--- src/rtl/core/time_of_day_alu_unit_defines.svh ---
// ---------------------------------------------------------------------------
// Time-of-day arithmetic unit: assertion macros
// Shared concurrent checks for the result channel and the pipeline.
// ---------------------------------------------------------------------------
`ifndef TIME_OF_DAY_ALU_UNIT_DEFINES_SVH
`define TIME_OF_DAY_ALU_UNIT_DEFINES_SVH

// A property that must hold whenever a result item is offered.
`define TOD_RESULT_CHECK(label, cond) \
   label: assert property (@(posedge clock) disable iff (reset) \
      rsp_valid |-> (cond)) \
   else $error("time-of-day unit: result item check failed");

// A property that must hold in the cycle after the trigger, outside reset.
`define TOD_NEXT_CHECK(label, trig, cond) \
   label: assert property (@(posedge clock) disable iff (reset) \
      (trig) |=> (cond)) \
   else $error("time-of-day unit: pipeline check failed");

`endif

--- src/rtl/core/tod_alu_pkg.sv ---
// ---------------------------------------------------------------------------
// Time-of-day arithmetic unit: package
// Commands, constants and the item records that pass between the stages.
// ---------------------------------------------------------------------------
package tod_alu_pkg;

   localparam int SECS_WIDTH  = 17;
   localparam int CNT_WIDTH   = 32;
   localparam int CNT_LOW     = 7;
   localparam int CNT_Q_WIDTH = CNT_WIDTH - CNT_LOW;
   localparam int EST_WIDTH   = 16;
   localparam int REM_WIDTH   = 11;
   localparam int REMH_WIDTH  = 12;

   localparam logic [SECS_WIDTH-1:0] SECS_PER_DAY  = 17'd86400;
   localparam logic [SECS_WIDTH-1:0] SECS_PER_HOUR = 17'd3600;
   localparam logic [SECS_WIDTH-1:0] SECS_PER_MIN  = 17'd60;
   localparam logic [4:0]            MAX_HOUR      = 5'd23;
   localparam logic [5:0]            MAX_MIN_SEC   = 6'd59;

   // The day is 128 * 675 seconds, so the count is reduced modulo 675 from bit 7 up.
   localparam logic [9:0]  CNT_DIV     = 10'd675;
   localparam logic [25:0] CNT_RECIP   = 26'd50903316;
   localparam int          CNT_SHIFT   = 35;
   localparam logic [15:0] HOUR_RECIP  = 16'd37283;
   localparam int          HOUR_SHIFT  = 27;
   localparam logic [12:0] MIN_RECIP   = 13'd4370;
   localparam int          MIN_SHIFT   = 18;

   localparam int FRONT_STAGES = 3;
   localparam int SPLIT_STAGES = 4;
   localparam int NUM_STAGES   = FRONT_STAGES + 1 + SPLIT_STAGES;

   typedef enum logic [2:0] {
      CMD_TO_SECONDS   = 3'd0,
      CMD_FROM_SECONDS = 3'd1,
      CMD_ADD          = 3'd2,
      CMD_SUBTRACT     = 3'd3,
      CMD_DURATION     = 3'd4,
      CMD_COMPARE      = 3'd5
   } tod_cmd_type;

   typedef logic [FRONT_STAGES-1:0] front_en_type;
   typedef logic [SPLIT_STAGES-1:0] split_en_type;

   typedef struct packed {
      tod_cmd_type           command;
      logic [SECS_WIDTH-1:0] secs_a;
      logic [SECS_WIDTH-1:0] secs_b;
      logic [SECS_WIDTH-1:0] secs_cnt;
      logic                  equal;
      logic                  less;
      logic                  greater;
      logic                  valid_a;
   } front_type;

   typedef struct packed {
      logic [SECS_WIDTH-1:0] secs;
      logic                  equal;
      logic                  less;
      logic                  greater;
      logic                  valid_a;
   } exec_type;

   typedef struct packed {
      logic [4:0]            hour;
      logic [5:0]            minute;
      logic [5:0]            second;
      logic [SECS_WIDTH-1:0] secs;
      logic                  equal;
      logic                  less;
      logic                  greater;
      logic                  valid_a;
   } result_type;

   function automatic logic [SECS_WIDTH-1:0] hms_raw(input logic [4:0] hour,
                                                     input logic [5:0] minute,
                                                     input logic [5:0] second);
      return SECS_WIDTH'(hour) * SECS_PER_HOUR + SECS_WIDTH'(minute) * SECS_PER_MIN
             + SECS_WIDTH'(second);
   endfunction

   // The raw sum stays below two days, so one subtraction reduces it.
   function automatic logic [SECS_WIDTH-1:0] day_reduce(input logic [SECS_WIDTH-1:0] raw);
      return (raw >= SECS_PER_DAY) ? raw - SECS_PER_DAY : raw;
   endfunction

endpackage

--- src/rtl/core/tod_alu_front.sv ---
// ---------------------------------------------------------------------------
// Time-of-day arithmetic unit: operand stages
// Turns both times into seconds of the day and reduces the count modulo one day.
// ---------------------------------------------------------------------------
module tod_alu_front import tod_alu_pkg::*; (
   input  logic                 clock,
   input  front_en_type         stage_en,
   input  logic [2:0]           command,
   input  logic [4:0]           hour_a,
   input  logic [5:0]           minute_a,
   input  logic [5:0]           second_a,
   input  logic [4:0]           hour_b,
   input  logic [5:0]           minute_b,
   input  logic [5:0]           second_b,
   input  logic [CNT_WIDTH-1:0] count,
   output front_type            operands
);

   tod_cmd_type              cmd0_ff, cmd1_ff;
   logic [SECS_WIDTH-1:0]    raw_a_ff, raw_b_ff, secs_a1_ff, secs_b1_ff;
   logic [CNT_LOW-1:0]       low0_ff, low1_ff;
   logic [CNT_Q_WIDTH-1:0]   quot_ff;
   logic [EST_WIDTH-1:0]     est_ff;
   logic [REM_WIDTH-1:0]     rem_ff;
   logic                     valid_a0_ff, valid_a1_ff;
   front_type                operands_ff;

   logic [CNT_Q_WIDTH+25:0]  est_prod_in;
   logic [EST_WIDTH-1:0]     est_in;
   logic [CNT_Q_WIDTH-1:0]   back_in;
   logic [REM_WIDTH-1:0]     rem_in;
   logic [9:0]               rem_fix_in;
   front_type                operands_in;

   always_comb begin
      est_prod_in = (CNT_Q_WIDTH+26)'(count[CNT_WIDTH-1:CNT_LOW]) * (CNT_Q_WIDTH+26)'(CNT_RECIP);
      est_in      = est_prod_in[CNT_SHIFT+EST_WIDTH-1:CNT_SHIFT];
      back_in     = CNT_Q_WIDTH'(est_ff) * CNT_Q_WIDTH'(CNT_DIV);
      rem_in      = REM_WIDTH'(quot_ff - back_in);
      rem_fix_in  = (rem_ff >= REM_WIDTH'(CNT_DIV)) ? 10'(rem_ff - REM_WIDTH'(CNT_DIV))
                                                    : rem_ff[9:0];
      operands_in.command  = cmd1_ff;
      operands_in.secs_a   = secs_a1_ff;
      operands_in.secs_b   = secs_b1_ff;
      operands_in.secs_cnt = {rem_fix_in, low1_ff};
      operands_in.equal    = (secs_a1_ff == secs_b1_ff);
      operands_in.less     = (secs_a1_ff < secs_b1_ff);
      operands_in.greater  = (secs_a1_ff > secs_b1_ff);
      operands_in.valid_a  = valid_a1_ff;
   end

   always_ff @(posedge clock) begin
      if (stage_en[0]) begin
         cmd0_ff     <= tod_cmd_type'(command);
         raw_a_ff    <= hms_raw(hour_a, minute_a, second_a);
         raw_b_ff    <= hms_raw(hour_b, minute_b, second_b);
         low0_ff     <= count[CNT_LOW-1:0];
         quot_ff     <= count[CNT_WIDTH-1:CNT_LOW];
         est_ff      <= est_in;
         valid_a0_ff <= (hour_a <= MAX_HOUR) && (minute_a <= MAX_MIN_SEC)
                        && (second_a <= MAX_MIN_SEC);
      end
      if (stage_en[1]) begin
         cmd1_ff     <= cmd0_ff;
         secs_a1_ff  <= day_reduce(raw_a_ff);
         secs_b1_ff  <= day_reduce(raw_b_ff);
         low1_ff     <= low0_ff;
         rem_ff      <= rem_in;
         valid_a1_ff <= valid_a0_ff;
      end
      if (stage_en[2]) begin
         operands_ff <= operands_in;
      end
   end

   assign operands = operands_ff;

endmodule

--- src/rtl/core/tod_alu_exec.sv ---
// ---------------------------------------------------------------------------
// Time-of-day arithmetic unit: command stage
// Forms the resulting seconds of the day for the command of the item.
// ---------------------------------------------------------------------------
module tod_alu_exec import tod_alu_pkg::*; (
   input  logic      clock,
   input  logic      stage_en,
   input  front_type operands,
   output exec_type  outcome
);

   exec_type                outcome_ff, outcome_in;
   logic [SECS_WIDTH:0]     sum_in;

   always_comb begin
      sum_in             = (SECS_WIDTH+1)'(operands.secs_a) + (SECS_WIDTH+1)'(operands.secs_cnt);
      outcome_in.secs    = '0;
      outcome_in.equal   = 1'b0;
      outcome_in.less    = 1'b0;
      outcome_in.greater = 1'b0;
      outcome_in.valid_a = operands.valid_a;
      case (operands.command)
         CMD_TO_SECONDS: begin
            outcome_in.secs = operands.secs_a;
         end
         CMD_FROM_SECONDS: begin
            outcome_in.secs = operands.secs_cnt;
         end
         CMD_ADD: begin
            outcome_in.secs = (sum_in >= (SECS_WIDTH+1)'(SECS_PER_DAY))
                              ? SECS_WIDTH'(sum_in - (SECS_WIDTH+1)'(SECS_PER_DAY))
                              : sum_in[SECS_WIDTH-1:0];
         end
         CMD_SUBTRACT: begin
            outcome_in.secs = (operands.secs_a >= operands.secs_cnt)
                              ? operands.secs_a - operands.secs_cnt
                              : operands.secs_a + (SECS_PER_DAY - operands.secs_cnt);
         end
         CMD_DURATION: begin
            outcome_in.secs = operands.greater
                              ? operands.secs_b + (SECS_PER_DAY - operands.secs_a)
                              : operands.secs_b - operands.secs_a;
         end
         CMD_COMPARE: begin
            outcome_in.secs    = operands.secs_a;
            outcome_in.equal   = operands.equal;
            outcome_in.less    = operands.less;
            outcome_in.greater = operands.greater;
         end
         default: begin
            outcome_in.secs = '0;
         end
      endcase
   end

   always_ff @(posedge clock) begin
      if (stage_en) begin
         outcome_ff <= outcome_in;
      end
   end

   assign outcome = outcome_ff;

endmodule

--- src/rtl/core/tod_alu_split.sv ---
// ---------------------------------------------------------------------------
// Time-of-day arithmetic unit: split stages
// Takes seconds of the day apart into hours, minutes and seconds.
// ---------------------------------------------------------------------------
module tod_alu_split import tod_alu_pkg::*; (
   input  logic         clock,
   input  split_en_type stage_en,
   input  exec_type     outcome,
   output result_type   result
);

   exec_type                 carry0_ff, carry1_ff, carry2_ff;
   logic [4:0]               hour0_ff, hour1_ff, hour2_ff;
   logic [REMH_WIDTH-1:0]    remh1_ff, remh2_ff;
   logic [5:0]               minute2_ff;
   result_type               result_ff, result_in;

   logic [SECS_WIDTH+15:0]   hour_prod_in;
   logic [SECS_WIDTH-1:0]    hour_back_in;
   logic [REMH_WIDTH+12:0]   min_prod_in;
   logic [REMH_WIDTH-1:0]    min_back_in;

   always_comb begin
      hour_prod_in = (SECS_WIDTH+16)'(outcome.secs) * (SECS_WIDTH+16)'(HOUR_RECIP);
      hour_back_in = SECS_WIDTH'(hour0_ff) * SECS_PER_HOUR;
      min_prod_in  = (REMH_WIDTH+13)'(remh1_ff) * (REMH_WIDTH+13)'(MIN_RECIP);
      min_back_in  = REMH_WIDTH'(minute2_ff) * REMH_WIDTH'(SECS_PER_MIN);
      result_in.hour    = hour2_ff;
      result_in.minute  = minute2_ff;
      result_in.second  = 6'(remh2_ff - min_back_in);
      result_in.secs    = carry2_ff.secs;
      result_in.equal   = carry2_ff.equal;
      result_in.less    = carry2_ff.less;
      result_in.greater = carry2_ff.greater;
      result_in.valid_a = carry2_ff.valid_a;
   end

   always_ff @(posedge clock) begin
      if (stage_en[0]) begin
         carry0_ff <= outcome;
         hour0_ff  <= hour_prod_in[HOUR_SHIFT+4:HOUR_SHIFT];
      end
      if (stage_en[1]) begin
         carry1_ff <= carry0_ff;
         hour1_ff  <= hour0_ff;
         remh1_ff  <= REMH_WIDTH'(carry0_ff.secs - hour_back_in);
      end
      if (stage_en[2]) begin
         carry2_ff  <= carry1_ff;
         hour2_ff   <= hour1_ff;
         remh2_ff   <= remh1_ff;
         minute2_ff <= min_prod_in[MIN_SHIFT+5:MIN_SHIFT];
      end
      if (stage_en[3]) begin
         result_ff <= result_in;
      end
   end

   assign result = result_ff;

endmodule

--- src/rtl/core/time_of_day_alu_unit.sv ---
// Throughput: one item per cycle while results are not stalled; the eight
// register stages advance together where they can, and a stalled result holds
// only the stages behind it. Reset clears every stage valid bit; the stage
// data registers are not reset.
// ---------------------------------------------------------------------------
// Time-of-day arithmetic unit
// Converts, adds, subtracts, measures and compares times of day in hh:mm:ss.
// ---------------------------------------------------------------------------
`include "time_of_day_alu_unit_defines.svh"

module time_of_day_alu_unit import tod_alu_pkg::*; (
   input  logic                  clock,
   input  logic                  reset,
   input  logic                  req_valid,
   output logic                  req_stall,
   input  logic [2:0]            req_command,
   input  logic [4:0]            req_hour_a,
   input  logic [5:0]            req_minute_a,
   input  logic [5:0]            req_second_a,
   input  logic [4:0]            req_hour_b,
   input  logic [5:0]            req_minute_b,
   input  logic [5:0]            req_second_b,
   input  logic [CNT_WIDTH-1:0]  req_count,
   output logic                  rsp_valid,
   input  logic                  rsp_stall,
   output logic [4:0]            rsp_hour_out,
   output logic [5:0]            rsp_minute_out,
   output logic [5:0]            rsp_second_out,
   output logic [SECS_WIDTH-1:0] rsp_seconds_total,
   output logic                  rsp_is_equal,
   output logic                  rsp_is_less,
   output logic                  rsp_is_greater,
   output logic                  rsp_valid_a
);

   logic [NUM_STAGES-1:0] valid_ff, valid_in, ready;
   logic                  in_acc, out_acc;
   front_type             operands;
   exec_type              outcome;
   result_type            result;

   always_comb begin
      ready[NUM_STAGES-1] = !valid_ff[NUM_STAGES-1] || !rsp_stall;
      for (int k = NUM_STAGES - 2; k >= 0; k--) begin
         ready[k] = !valid_ff[k] || ready[k+1];
      end
      valid_in = {valid_ff[NUM_STAGES-2:0], req_valid};
   end

   always_ff @(posedge clock) begin
      if (reset) begin
         valid_ff <= '0;
      end else begin
         for (int k = 0; k < NUM_STAGES; k++) begin
            if (ready[k]) begin
               valid_ff[k] <= valid_in[k];
            end
         end
      end
   end

   tod_alu_front u_front (
      .clock    (clock),
      .stage_en (ready[FRONT_STAGES-1:0]),
      .command  (req_command),
      .hour_a   (req_hour_a),
      .minute_a (req_minute_a),
      .second_a (req_second_a),
      .hour_b   (req_hour_b),
      .minute_b (req_minute_b),
      .second_b (req_second_b),
      .count    (req_count),
      .operands (operands)
   );

   tod_alu_exec u_exec (
      .clock    (clock),
      .stage_en (ready[FRONT_STAGES]),
      .operands (operands),
      .outcome  (outcome)
   );

   tod_alu_split u_split (
      .clock    (clock),
      .stage_en (ready[NUM_STAGES-1:FRONT_STAGES+1]),
      .outcome  (outcome),
      .result   (result)
   );

   assign req_stall         = !ready[0];
   assign rsp_valid         = valid_ff[NUM_STAGES-1];
   assign in_acc            = req_valid && !req_stall;
   assign out_acc           = rsp_valid && !rsp_stall;
   assign rsp_hour_out      = result.hour;
   assign rsp_minute_out    = result.minute;
   assign rsp_second_out    = result.second;
   assign rsp_seconds_total = result.secs;
   assign rsp_is_equal      = result.equal;
   assign rsp_is_less       = result.less;
   assign rsp_is_greater    = result.greater;
   assign rsp_valid_a       = result.valid_a;

   `TOD_RESULT_CHECK(a_fields_in_range, (rsp_hour_out <= MAX_HOUR) && (rsp_minute_out <= MAX_MIN_SEC) && (rsp_second_out <= MAX_MIN_SEC) && (rsp_seconds_total < SECS_PER_DAY))
   `TOD_RESULT_CHECK(a_split_consistent, rsp_seconds_total == SECS_WIDTH'(rsp_hour_out) * SECS_PER_HOUR + SECS_WIDTH'(rsp_minute_out) * SECS_PER_MIN + SECS_WIDTH'(rsp_second_out))
   `TOD_RESULT_CHECK(a_one_flag, $countones({rsp_is_equal, rsp_is_less, rsp_is_greater}) <= 1)
   `TOD_NEXT_CHECK(a_items_kept, !reset, $countones(valid_ff) == $countones($past(valid_ff)) + int'($past(in_acc)) - int'($past(out_acc)))

endmodule

--- config.mk ---
export PLATFORM = sky130hd
export DESIGN_NAME = time_of_day_alu_unit
export DESIGN_NICKNAME = d
export VERILOG_FILES = /design/src/rtl/core/tod_alu_pkg.sv /design/src/rtl/core/tod_alu_front.sv /design/src/rtl/core/tod_alu_exec.sv /design/src/rtl/core/tod_alu_split.sv /design/src/rtl/core/time_of_day_alu_unit.sv
export VERILOG_INCLUDE_DIRS = /design/src /design/src/rtl/core
export SDC_FILE = /design/constraint.sdc
export NUM_CORES = 2
export LEC_CHECK = 0
export ABC_AREA = 1
export BUFFER_PORTS_ARGS = -buffer_cell sky130_fd_sc_hd__buf_2
export CAP_MARGIN = 20
export CORE_MARGIN = 4
export CORE_UTILIZATION = 58
export CTS_BUF_LIST = sky130_fd_sc_hd__clkbuf_4
export DETAILED_ROUTE_END_ITERATION = 16
export GPL_ROUTABILITY_DRIVEN = 1
export HOLD_SLACK_MARGIN = 0.06
export PLACE_DENSITY = 0.74
export SYNTH_ARGS = -nofsm -noshare
export SYNTH_HDL_FRONTEND = slang
export SYNTH_SLANG_ARGS = --single-unit
--- constraint.sdc ---
create_clock -name clock -period 27.4 [get_ports clock]
set_clock_uncertainty 0.1 [all_clocks]
set_input_delay 1.37 -clock clock [delete_from_list [all_inputs] [get_ports clock]]
set_output_delay 1.37 -clock clock [all_outputs]
set_load 0.01 [all_outputs]
==> impl_metrics.ini <==
[status]
status = finished, final reports clean

[clocking]
cts_tree = done
cts_root_buffer = clkbuf_4
clock_path_buffers = 3
insertion_delay_ns = 0.82
post_cts_resized = 0
postCtsSetupRepairBufs = 0
ctsHoldBuffers = 0
clk_pin_slew_ns = 0.06
htreeDepth = 3
cts.sinks = 340
numCtsBuffers = 85

[synth]
yosysWarnings = 0
syn_area_um2 = 36570
synth_common_cells = inv_1 (825), ha_1 (735), nand2_1 (474)
synth_area_leaders = edfxtp_1 (27%), ha_1 (25%), fa_1 (16%)
syn_area_per_cell_um2 = 9.645
synth_nets = 4891
ys_types = 55
synth.most_common_cell = inv_1
synth.largest_area_cell = edfxtp_1
yosysSeqAreaShare = 0.2770
netlist_instances = 3792
yosys_most_used_dff = edfxtp_1
synth_edf_count = 332
ys_seq_elements = 340
yosys.area.top_type_share = 0.2726
async_flop_share = 0

[finish]
multi_input_area_um2 = 23180
layout.nets = 5077
ff_latch_area_um2 = 10130
syn_to_final_growth_pct = 7.478
fin_util = 0.6335
num-fill-cells = 5109
drive_gt1_frac = 0.07717
fin_cells = 4881

[drt]
wl_per_cell_um = 15.98
ant_nets = 0
drc = 0
viasPerCell = 5.310
vias = 25920
firstDrtPassIters = 5
routed_wl_mm = 78.01
drtIter0Drc = 1319

[placement]
post-place-ws_ns = 20.11
routabilityCongestion = 0.9501
post-place-cells = 4728
io_buffers = 112
dp_hpwl_mm = 64.34

[sta]
fin_ws_ns = 20.16
max_freq_mhz = 138.1
tightest_slew_ns = 1.080
rsz0062_at_grt = false
final_max_slew_viol_count = 0
setup_violations = 0
slew_headroom = 0.2792
fin_crit_sh = 0.2642
tns_ns = 0
hold_violations = 0
fin_crit_ns = 7.240

[global_route]
antenna_found_initial = 1
grt_max_degree = 68
grt_overflow_total = 0
grt_pass1_vias = 26330
grt_first_pass_wirelength_mm = 129.2
grtUsageTotal = 0.2387

[die]
rows = 91
core_um2 = 62050
die_w_um = 259.1
ios = 113
dieHeight_um = 259.1
die_area_um2 = 67140
start_util = 0.5894

[critical_path]
path_cells = buf_2, nand2_1, buf_4, nor2_1, inv_1, buf_4, nor2_1, inv_1, buf_4, nor2_1, inv_1, nor2_1, inv_1, nor2_1, inv_2, buf_4, nor2_1, inv_2, nor2_1, buf_2
path_common_cell = nor2_1
path_max_fanout = 60
cp.arrival_ns = 5.77
timing.rr.end = u_front.low0_ff[4]
reg2reg_depth = 20
max_stage_delay_ns = 0.79
reg2reg_setup_slack_ns = 21.61
startpoint_type = input port
endpoint_kind = output port
r2r_start = valid_ff[7]
path_class = in -> out
cp_slowest_cell = inv_1
required_ns = 25.93

[worst_hold_path]
min_path_cells = 0
hold_class = reg -> reg
hp-start = u_exec.outcome[0]
holdPathEnd = u_split.carry0_ff[0]

[job]
maxCapViolCount = 0
[critical path, delay by kind of cell]
family	cells	cell delay [ns]
buffers and inverters	12	3.71
AND/OR/NAND/NOR	8	0.69
[how the worst max path moves through the flow]
stage	from	end	slack [ns]	depth (start not counted)
after floorplan	rsp_stall	u_front.cmd0_ff[0]	17.60	15
after global placement	rsp_stall	req_stall	20.25	20
after detailed placement	rsp_stall	req_stall	20.11	20
after CTS	rsp_stall	req_stall	20.10	20
after global routing	rsp_stall	req_stall	19.63	20
final	rsp_stall	req_stall	20.16	20
[placed cells by master (no fill, tap or decap), types with 3 or more instances in the layout]
cell / instances
a21o_1: 24
nand2_1: 474
inv_2: 11
inv_1: 822
o21a_1: 10
o2111ai_1: 5
o21bai_1: 7
nor3_1: 42
nand3_2: 3
a31oi_1: 15
xor2_1: 106
o21ai_0: 128
a22oi_1: 11
nand2_2: 12
ha_1: 735
nor2_2: 6
nor4_1: 16
nand3b_1: 7
a21oi_1: 221
a21boi_0: 5
clkinv_2: 8
buf_2: 112
nand3_1: 151
nand4_1: 30
fa_1: 291
o31ai_1: 9
clkinv_1: 12
o21ai_1: 4
a221oi_1: 5
dfxtp_1: 8
a211oi_1: 7
or2_2: 10
o211ai_1: 12
buf_4: 9
o221ai_1: 7
edfxtp_1: 332
clkbuf_4: 124
xnor2_1: 55
bufinv_16: 4
nor2_1: 168
[sequential cells by signal (all words and copies together) (netlist names), 21 cells and up]
| name | cells |
|---|---|
| u_exec.outcome | 21 |
| u_front.operands | 58 |
| u_split.carry0_ff | 21 |
| u_split.result | 36 |
[cell families after synthesis]
kind of cell    after synthesis  synth area share
simple gates                928            0.1097
buf+inv                     857           0.08922
flops                       340            0.2770
mux                           1         0.0003079
compound gates              479           0.07448
xor+xnor                    161           0.03855
fa+ha+maj                  1026            0.4107
[per-layer routing]
layer  part of all wire  track usage  up-vias
met5                  0            0        -
met3              0.051      0.03278      145
li1                   -            -    12930
met2               0.48       0.4051      648
met4              0.033      0.08741        0
met1               0.44       0.3147    12200
[metrics by stage]
step / area [µm²] / hold slack (ns)
after global routing: 39310 / 0.2900
final: 39310 / 0.3097
after floorplan: 36570 / 0.3003
after global placement: 38120 / 0.3005
after detailed placement: 38120 / 0.3045
after CTS: 39310 / 0.2835
[area by class of cell]
type	instances	share of cell area
sequential	340	0.2577
multi-input combinational	2595	0.5897
antenna	1	0.00006366
tap	837	0.02664
clock buffer	124	0.02368
timing repair buffer	121	0.01598
inverter	835	0.07977
clock inverter	28	0.006461
Power is left out: the tool's default activity adds up to more than one toggle a clock period on the data nets, which glitch-free logic cannot reach.
